--- config.mk ---
export PLATFORM = sky130hd
export DESIGN_NAME = lidar_packet_sector_nearest_top
export DESIGN_NICKNAME = d
export VERILOG_FILES = /design/src/sv/lpsn_pkg.sv /design/src/sv/lpsn_framer.sv /design/src/sv/lpsn_tracker.sv /design/src/sv/lidar_packet_sector_nearest_top.sv
export VERILOG_INCLUDE_DIRS = /design/src /design/src/sv
export SDC_FILE = /design/constraint.sdc
export NUM_CORES = 1
export LEC_CHECK = 0
export BUFFER_PORTS_ARGS = -buffer_cell sky130_fd_sc_hd__clkbuf_2
export CAP_MARGIN = 10
export CORE_UTILIZATION = 40
export CTS_CLUSTER_SIZE = 12
export DETAILED_ROUTE_END_ITERATION = 10
export MAX_ROUTING_LAYER = met4
export PLACE_DENSITY = 0.55
export SLEW_MARGIN = 5
export SYNTH_ARGS = -nofsm -noshare
export SYNTH_HDL_FRONTEND = slang
export SYNTH_SLANG_ARGS = --single-unit
--- constraint.sdc ---
create_clock -name clk -period 3.85 [get_ports clk]
set_input_delay 0.9625 -clock clk [delete_from_list [all_inputs] [get_ports clk]]
set_output_delay 0.9625 -clock clk [all_outputs]
set_load 0.01 [all_outputs]
--- src/sv/assert_macros.svh ---
// ---------------------------------------------------------------------------
// assert_macros.svh
// concurrent assertion helpers, compiled out with NO_ASSERTIONS
// ---------------------------------------------------------------------------
`ifndef ASSERT_MACROS_SVH
`define ASSERT_MACROS_SVH

`ifndef NO_ASSERTIONS

`define ASSERT_IMPL(lbl, clk, rstn, ante, cons) \
  lbl: assert property (@(posedge clk) disable iff (!(rstn)) (ante) |-> (cons)) \
    else $error("assertion failed");

`define ASSERT_NEXT(lbl, clk, rstn, ante, cons) \
  lbl: assert property (@(posedge clk) disable iff (!(rstn)) (ante) |=> (cons)) \
    else $error("assertion failed");

`else

`define ASSERT_IMPL(lbl, clk, rstn, ante, cons)

`define ASSERT_NEXT(lbl, clk, rstn, ante, cons)

`endif

`endif

--- src/sv/lpsn_pkg.sv ---
// ---------------------------------------------------------------------------
// lpsn_pkg
// shared types and constants of the scan packet nearest-sample block
// ---------------------------------------------------------------------------
`default_nettype none

package lpsn_pkg;

  localparam int ByteW   = 8;
  localparam int DistW   = 16;
  localparam int AngleW  = 15;
  localparam int QualW   = 6;
  localparam int CfgIdxW = 2;
  localparam int CfgDataW = 16;
  localparam int OutDataW = 32;

  localparam logic [DistW-1:0]  NoneDist      = 16'd39996;
  localparam logic [DistW-1:0]  MaxRangeRst   = 16'd4000;
  localparam logic [AngleW-1:0] LowEndRst     = 15'd1920;
  localparam logic [AngleW-1:0] HighStartRst  = 15'd21120;

  localparam logic [1:0] SyncA = 2'b01;
  localparam logic [1:0] SyncB = 2'b10;

  typedef enum logic [2:0] {
    POS_B0 = 3'd0,
    POS_B1 = 3'd1,
    POS_B2 = 3'd2,
    POS_B3 = 3'd3,
    POS_B4 = 3'd4
  } pos_t;

  typedef enum logic [CfgIdxW-1:0] {
    REG_MAX_RANGE  = 2'd0,
    REG_LOW_END    = 2'd1,
    REG_HIGH_START = 2'd2
  } reg_idx_t;

  typedef struct packed {
    logic              done;
    logic              start;
    logic [QualW-1:0]  quality;
    logic [AngleW-1:0] angle;
    logic [DistW-1:0]  dist_q2;
  } pkt_t;

  typedef struct packed {
    logic                we;
    logic [CfgIdxW-1:0]  index;
    logic [CfgDataW-1:0] data;
  } cfg_wr_t;

  typedef struct packed {
    logic [AngleW-1:0] angle;
    logic [DistW-1:0]  dist_q2;
  } result_t;

endpackage

`default_nettype wire

--- src/sv/lpsn_framer.sv ---
// ---------------------------------------------------------------------------
// lpsn_framer
// frames raw bytes into five-byte scan packets and decodes the fields
// ---------------------------------------------------------------------------
`default_nettype none

module lpsn_framer (
  input  wire logic                         clk,
  input  wire logic                         rst_n,
  input  wire logic                         step,
  input  wire logic [lpsn_pkg::ByteW-1:0]   rx_byte,
  output lpsn_pkg::pkt_t                    pkt
);

  lpsn_pkg::pos_t            pos_r, pos_nxt;
  logic [lpsn_pkg::ByteW-1:0] b0_r, b1_r, b2_r, b3_r;
  logic                      sync_ok;
  logic                      ld_b0, ld_b1, ld_b2, ld_b3;

  assign sync_ok = (rx_byte[1:0] == lpsn_pkg::SyncA) || (rx_byte[1:0] == lpsn_pkg::SyncB);

  always_ff @(posedge clk) begin
    if (!rst_n) begin
      pos_r <= lpsn_pkg::POS_B0;
    end else if (step) begin
      pos_r <= pos_nxt;
    end
  end

  // packet byte store, no reset
  always_ff @(posedge clk) begin
    if (step && ld_b0) begin
      b0_r <= rx_byte;
    end
    if (step && ld_b1) begin
      b1_r <= rx_byte;
    end
    if (step && ld_b2) begin
      b2_r <= rx_byte;
    end
    if (step && ld_b3) begin
      b3_r <= rx_byte;
    end
  end

  always_comb begin
    pos_nxt = pos_r;
    ld_b0   = 1'b0;
    ld_b1   = 1'b0;
    ld_b2   = 1'b0;
    ld_b3   = 1'b0;
    pkt     = '0;
    case (pos_r)
      lpsn_pkg::POS_B0: begin
        ld_b0   = sync_ok;
        pos_nxt = sync_ok ? lpsn_pkg::POS_B1 : lpsn_pkg::POS_B0;
      end
      lpsn_pkg::POS_B1: begin
        if (rx_byte[0]) begin
          ld_b1   = 1'b1;
          pos_nxt = lpsn_pkg::POS_B2;
        end else begin
          // failed check bit, retry as a first byte
          ld_b0   = sync_ok;
          pos_nxt = sync_ok ? lpsn_pkg::POS_B1 : lpsn_pkg::POS_B0;
        end
      end
      lpsn_pkg::POS_B2: begin
        ld_b2   = 1'b1;
        pos_nxt = lpsn_pkg::POS_B3;
      end
      lpsn_pkg::POS_B3: begin
        ld_b3   = 1'b1;
        pos_nxt = lpsn_pkg::POS_B4;
      end
      lpsn_pkg::POS_B4: begin
        pos_nxt     = lpsn_pkg::POS_B0;
        pkt.done    = 1'b1;
        pkt.start   = b0_r[0];
        pkt.quality = b0_r[7:2];
        pkt.angle   = {b2_r, b1_r[7:1]};
        pkt.dist_q2 = {rx_byte, b3_r};
      end
      default: begin
        pos_nxt = lpsn_pkg::POS_B0;
      end
    endcase
  end

endmodule

`default_nettype wire

--- src/sv/lpsn_tracker.sv ---
// ---------------------------------------------------------------------------
// lpsn_tracker
// range and sector window, nearest sample per revolution, config registers
// ---------------------------------------------------------------------------
`default_nettype none
`include "assert_macros.svh"

module lpsn_tracker (
  input  wire logic              clk,
  input  wire logic              rst_n,
  input  wire logic              step,
  input  lpsn_pkg::pkt_t         pkt,
  input  lpsn_pkg::cfg_wr_t      cfg,
  output logic                   emit,
  output lpsn_pkg::result_t      res
);

  logic [lpsn_pkg::DistW-1:0]  max_range_r;
  logic [lpsn_pkg::AngleW-1:0] low_end_r;
  logic [lpsn_pkg::AngleW-1:0] high_start_r;
  logic [lpsn_pkg::DistW-1:0]  best_dist_r, best_dist_nxt;
  logic [lpsn_pkg::AngleW-1:0] best_angle_r, best_angle_nxt;
  logic [lpsn_pkg::DistW-1:0]  base_dist;
  logic [lpsn_pkg::AngleW-1:0] base_angle;
  logic                        in_window;
  logic                        take;

  always_ff @(posedge clk) begin
    if (!rst_n) begin
      max_range_r  <= lpsn_pkg::MaxRangeRst;
      low_end_r    <= lpsn_pkg::LowEndRst;
      high_start_r <= lpsn_pkg::HighStartRst;
    end else if (cfg.we) begin
      case (cfg.index)
        lpsn_pkg::REG_MAX_RANGE:  max_range_r  <= cfg.data;
        lpsn_pkg::REG_LOW_END:    low_end_r    <= cfg.data[lpsn_pkg::AngleW-1:0];
        lpsn_pkg::REG_HIGH_START: high_start_r <= cfg.data[lpsn_pkg::AngleW-1:0];
        default: ;
      endcase
    end
  end

  assign emit = pkt.done && pkt.start;
  assign res.dist_q2 = best_dist_r;
  assign res.angle   = best_angle_r;

  // start packet restarts tracking before its own sample is weighed
  assign base_dist  = emit ? lpsn_pkg::NoneDist : best_dist_r;
  assign base_angle = emit ? '0 : best_angle_r;

  assign in_window = (pkt.quality != '0) && (pkt.dist_q2 != '0) && (pkt.dist_q2 <= max_range_r)
                  && ((pkt.angle <= low_end_r) || (pkt.angle >= high_start_r));
  assign take = pkt.done && in_window && (pkt.dist_q2 < base_dist);

  always_comb begin
    best_dist_nxt  = base_dist;
    best_angle_nxt = base_angle;
    if (take) begin
      best_dist_nxt  = pkt.dist_q2;
      best_angle_nxt = pkt.angle;
    end
  end

  always_ff @(posedge clk) begin
    if (!rst_n) begin
      best_dist_r  <= lpsn_pkg::NoneDist;
      best_angle_r <= '0;
    end else if (step) begin
      best_dist_r  <= best_dist_nxt;
      best_angle_r <= best_angle_nxt;
    end
  end

  `ASSERT_IMPL(a_best_nonzero, clk, rst_n, 1'b1, best_dist_r != '0)
  `ASSERT_NEXT(a_hold_mid_packet, clk, rst_n, step && !pkt.done, $stable(best_dist_r))
  `ASSERT_NEXT(a_start_restarts, clk, rst_n, step && emit && !take,
               best_dist_r == lpsn_pkg::NoneDist && best_angle_r == '0)

endmodule

`default_nettype wire

--- src/sv/lidar_packet_sector_nearest_top.sv ---
// ---------------------------------------------------------------------------
// lidar_packet_sector_nearest_top
// scan packet framer with forward-sector nearest-sample report
// ---------------------------------------------------------------------------
// in_*  : one raw link byte per word, in_tdata[7:0]
// out_* : one word per start packet, nearest sample of the revolution that
//         just ended; distance 39996 and angle 0 if no sample qualified
// cfg_* : register writes, index 0 max range, 1 sector low end,
//         2 sector high start; other indexes are ignored; cfg_ready is
//         always high, write only while no bytes are in flight
// a byte is registered on accept and decoded in the next cycle; the byte
// that completes a start packet loads its result word into the output register
// throughput is one byte per cycle while no result is held back, set by the
// single input register and decode stage feeding the output register
// when out_tready is low with a result waiting, bytes keep flowing until a
// further result would be produced, then in_tready drops
// reset (rst_n low, synchronous) empties both registers, restarts framing
// at byte 0, loads register defaults and clears the tracked sample
// ---------------------------------------------------------------------------
`default_nettype none

module lidar_packet_sector_nearest_top (
  input  wire logic                              clk,
  input  wire logic                              rst_n,
  input  wire logic                              in_tvalid,
  output logic                                   in_tready,
  input  wire logic [lpsn_pkg::ByteW-1:0]        in_tdata,   // [7:0] rx_byte
  output logic                                   out_tvalid,
  input  wire logic                              out_tready,
  output logic [lpsn_pkg::OutDataW-1:0]          out_tdata,  // [15:0] nearest_distance_q2,
                                                             // [30:16] nearest_angle_q6
  input  wire logic                              cfg_valid,
  output logic                                   cfg_ready,
  input  wire logic [lpsn_pkg::CfgIdxW-1:0]      cfg_index,
  input  wire logic [lpsn_pkg::CfgDataW-1:0]     cfg_data
);

  logic                        in_valid_r;
  logic [lpsn_pkg::ByteW-1:0]  in_byte_r;
  logic                        out_valid_r;
  lpsn_pkg::result_t           out_res_r;
  logic                        proceed;
  logic                        emit;
  lpsn_pkg::pkt_t              pkt;
  lpsn_pkg::result_t           res;
  lpsn_pkg::cfg_wr_t           cfg;

  assign cfg_ready = 1'b1;
  assign cfg.we    = cfg_valid;
  assign cfg.index = cfg_index;
  assign cfg.data  = cfg_data;

  assign proceed   = in_valid_r && (!emit || !out_valid_r || out_tready);
  assign in_tready = !in_valid_r || proceed;

  always_ff @(posedge clk) begin
    if (!rst_n) begin
      in_valid_r <= 1'b0;
    end else if (in_tvalid && in_tready) begin
      in_valid_r <= 1'b1;
    end else if (proceed) begin
      in_valid_r <= 1'b0;
    end
  end

  always_ff @(posedge clk) begin
    if (in_tvalid && in_tready) begin
      in_byte_r <= in_tdata;
    end
  end

  lpsn_framer u_framer (
    .clk     (clk),
    .rst_n   (rst_n),
    .step    (proceed),
    .rx_byte (in_byte_r),
    .pkt     (pkt)
  );

  lpsn_tracker u_tracker (
    .clk   (clk),
    .rst_n (rst_n),
    .step  (proceed),
    .pkt   (pkt),
    .cfg   (cfg),
    .emit  (emit),
    .res   (res)
  );

  always_ff @(posedge clk) begin
    if (!rst_n) begin
      out_valid_r <= 1'b0;
    end else if (proceed && emit) begin
      out_valid_r <= 1'b1;
    end else if (out_tready) begin
      out_valid_r <= 1'b0;
    end
  end

  always_ff @(posedge clk) begin
    if (proceed && emit) begin
      out_res_r <= res;
    end
  end

  assign out_tvalid = out_valid_r;
  assign out_tdata  = {1'b0, out_res_r.angle, out_res_r.dist_q2};

endmodule

`default_nettype wire
==> metrics.yaml <==
status:
  status: "finished clean"
sta:
  finalCritPeriodShare_pct: 91.62
  finClkSkew_ns: 0.01073
  max_freq_mhz: 283.5
  finalSetupTns_ns: 0
  max-slew-margin-rel_pct: 31.60
  finalMaxSlewViolations: 0
  setup_violations: 0
  tightestPinTransition_ns: 1.018
  hold_viol: 0
  hold_slack_ns: 0.4326
  min_period_ns: 3.528
  rsz0062_at_grt: "no"
  timing.final.ws_setup_ns: 0.3225
min_path:
  hp-start: "u_tracker.best_angle_r[11]"
  min_path_type: "flop to flop"
  hold_depth: 0
  min_to: "out_tdata[27]"
worst_setup_path:
  worstPathArrival_ns: 3.86
  startpoint_type: "flop"
  cpPeakStageDelay_ns: 0.54
  timing.rr.start: "u_framer.pos_r[0]"
  cp_cell_sequence: "nor3b_2 > buf_4 > and2_1 > ha_1 > nand4_1 > nor4_1 > nand4_1 > a2111o_1 > nor3_4 > buf_12 > mux2i_1"
  crit_fanout: 31
  reg2reg_to: "u_tracker.best_angle_r[5]"
  required_ns: 4.19
  crit_buf_inv: 2
  r2r_cells: 11
  r2r_slack_ns: 0.32
  crit_family: "simple AND/OR/NAND/NOR gates"
  crit_path_end_kind: "flop"
  cp_common_cell: "nand4_1"
  cpMaxStageDelayCell: "dfxtp_1"
  worst-setup-path-type: "flop to flop"
global_routing:
  track_usage_pct: 21.72
  grt_pass1_wl_um: 28300
  antenna_found_initial: 0
  grt_pass1_vias: 5071
  grt_max_degree: 49
  grt-ovfl-total: 0
final_layout:
  final_nets: 861
  diodes: 0
  area_growth_pct: 17.50
  drive_gt1_share_pct: 15.54
  fillerInstances: 1650
synth:
  avgSynthCellArea_um2: 10.04
  synth_common_cells: "nand2_1 (130), dfxtp_1 (82), edfxtp_1 (69), ha_1 (58), a21oi_1 (53)"
  synth.cell_area_um2: 7019
  synth_most_common_cell: "nand2_1"
  netlist.area_leader.share_pct: 29.52
  ys_top_cells_by_area: "edfxtp_1 (30%), dfxtp_1 (23%), ha_1 (10%)"
  async_flop_share_pct: 0
  synth_nets: 788
  yosysSeqAreaShare_pct: 52.91
  ys_warn_count: 0
  ys_dominant_reg_cell: "dfxtp_1"
  synth_cells: 699
  synth_seq_cells: 151
  synth_top_area_cell: "edfxtp_1"
  yosys.cell_types.count: 55
  synth_edf_count: 69
clock_tree:
  holdBufCountCts: 0
  clockBufferDepth: 2
  cts.sinks: 151
  clk_pin_slew_ns: 0.06
  cts-resized-gates: 0
  cts_tree: "yes"
  root_buffer: "clkbuf_16"
  numCtsBuffers: 17
  htree_levels: 4
  insertion_delay_ns: 0.42
  cts_setup_buffers: 0
placement:
  place_ws_ns: 0.3751
  place_hpwl_um: 13180
  io_buffers: 63
  globalplace.congestion: 0.8565
drt:
  firstDrtPassIters: 5
  drc: 0
  vias_per_cell: 5.168
  vias: 5220
  route.detailed.wl_per_inst_um: 17.52
  finalWirelength_um: 17700
  drt_iter0_drc: 375
  ant_nets: 0
die:
  io_pins: 66
  core_um2: 17240
  die_h_um: 134.5
  rows: 48
  dieWidth_um: 134.5
  start_util_pct: 40.72
  dieArea_um2: 18080
power:
  p_leak_nw: 3.338
  vdd_drop_max_mv: 0.3087
  power.density_nw_per_um2: 426.4
flow_run:
  maxCapViolations: 0
## power breakdown
| part | internal [W] | leakage, nW | total [W] | switching [W] |
|---|---|---|---|---|
| sequential | 0.00171 | 1.35 | 0.00173 | 0.0000193 |
| combinational | 0.0000544 | 1.71 | 0.000160 | 0.000106 |
| clock | 0.000982 | 0.284 | 0.00163 | 0.000649 |
| total | 0.00274 | 3.34 | 0.00352 | 0.000774 |
## registers in the layout, summed over array words and instances (netlist names)
signal                  flops
u_framer.pos_r              3
u_tracker.high_start_r     15
out_tvalid                  1
u_framer.b2_r               8
u_framer.b1_r               7
u_tracker.best_dist_r      16
u_tracker.low_end_r        15
u_tracker.best_angle_r     15
u_framer.b0_r               7
out_tdata                  31
in_valid_r                  1
u_framer.b3_r               8
in_byte_r                   8
u_tracker.max_range_r      16
## layout make-up
class                           count  area [um^2]  share of cell area (%)
Inverter                           49        183.9                   2.230
Clock buffer                       19        452.9                   5.492
Timing Repair Buffer               85        493.0                   5.977
Tap cell                          225        281.5                   3.413
Clock inverter                     13        128.9                   1.563
Sequential cell                   151         3714                   45.02
Multi-Input combinational cell    468         2994                   36.30
## cell families after synthesis
| group | Yosys count | synth area share (%) |
|---|---|---|
| AO/OA/AOI/OAI | 98 | 8.503 |
| XOR/XNOR | 2 | 0.2496 |
| adder cells (fa/ha/maj) | 59 | 10.48 |
| buffers and inverters | 80 | 4.670 |
| flip-flops | 151 | 52.91 |
| multiplexers | 30 | 4.296 |
| other | 2 | 0.1070 |
| AND/OR/NAND/NOR | 277 | 18.79 |
## worst max-delay path by stage
| stage | to | slack [ns] | startpoint | depth (start not counted) |
|---|---|---|---|---|
| global route | u_tracker.best_angle_r[8] | 0.09 | u_framer.pos_r[2] | 11 |
| CTS | u_tracker.best_angle_r[5] | 0.36 | u_framer.pos_r[2] | 11 |
| floorplan | u_tracker.best_dist_r[2] | 0.27 | u_framer.pos_r[0] | 14 |
| global placement | u_tracker.best_dist_r[14] | 0.47 | u_framer.pos_r[2] | 11 |
| detailed placement | u_tracker.best_angle_r[5] | 0.38 | u_framer.pos_r[2] | 11 |
| finish | u_tracker.best_angle_r[5] | 0.32 | u_framer.pos_r[0] | 11 |
## per-stage QoR
stage / total power (W) / area [um^2] / cells / utilization (%)
after floorplan: 0.001842 / 7019 / 699 / -
after global placement: 0.001917 / 7666 / 978 / 44.48
after detailed placement: 0.001920 / 7666 / 978 / 44.48
after CTS: 0.003546 / 8248 / 1010 / 47.85
after global routing: 0.003632 / 8248 / 1010 / 47.85
final: 0.003517 / 8248 / 1010 / 47.85
## routing by layer
metal  part of all wire, %  global-route usage (%)  vias up
met3                   4.2                   3.078       15
met2                    46                   32.76      134
met5                     0                       -        -
met1                    49                   30.14     2486
li1                      -                       -     2585
met4                  0.96                   6.991        0
## placed cells by master, fill, tap and decap left out, types with 4 or more instances in the layout
cell / count
a21o_1: 6
nand2_1: 130
clkinv_2: 4
nor3_1: 6
clkbuf_2: 63
clkbuf_16: 17
and2_1: 27
ha_1: 58
nor2_1: 39
mux2i_1: 29
buf_4: 21
edfxtp_1: 69
o211ai_1: 14
o21ai_0: 10
nand4_1: 15
nand2b_1: 5
a21oi_1: 53
inv_1: 49
dfxtp_1: 82
nand3_1: 25
nor4_1: 7
nor2b_1: 4
## worst register-to-register path, cell delays in order (launching register included)
cell	delay, ns
dfxtp_1	0.54
nor3b_2	0.09
buf_4	0.23
and2_1	0.23
ha_1	0.31
nand4_1	0.17
nor4_1	0.43
nand4_1	0.17
a2111o_1	0.50
nor3_4	0.25
buf_12	0.26
mux2i_1	0.26
No activity file was read; power rests on OpenSTA's default activity.
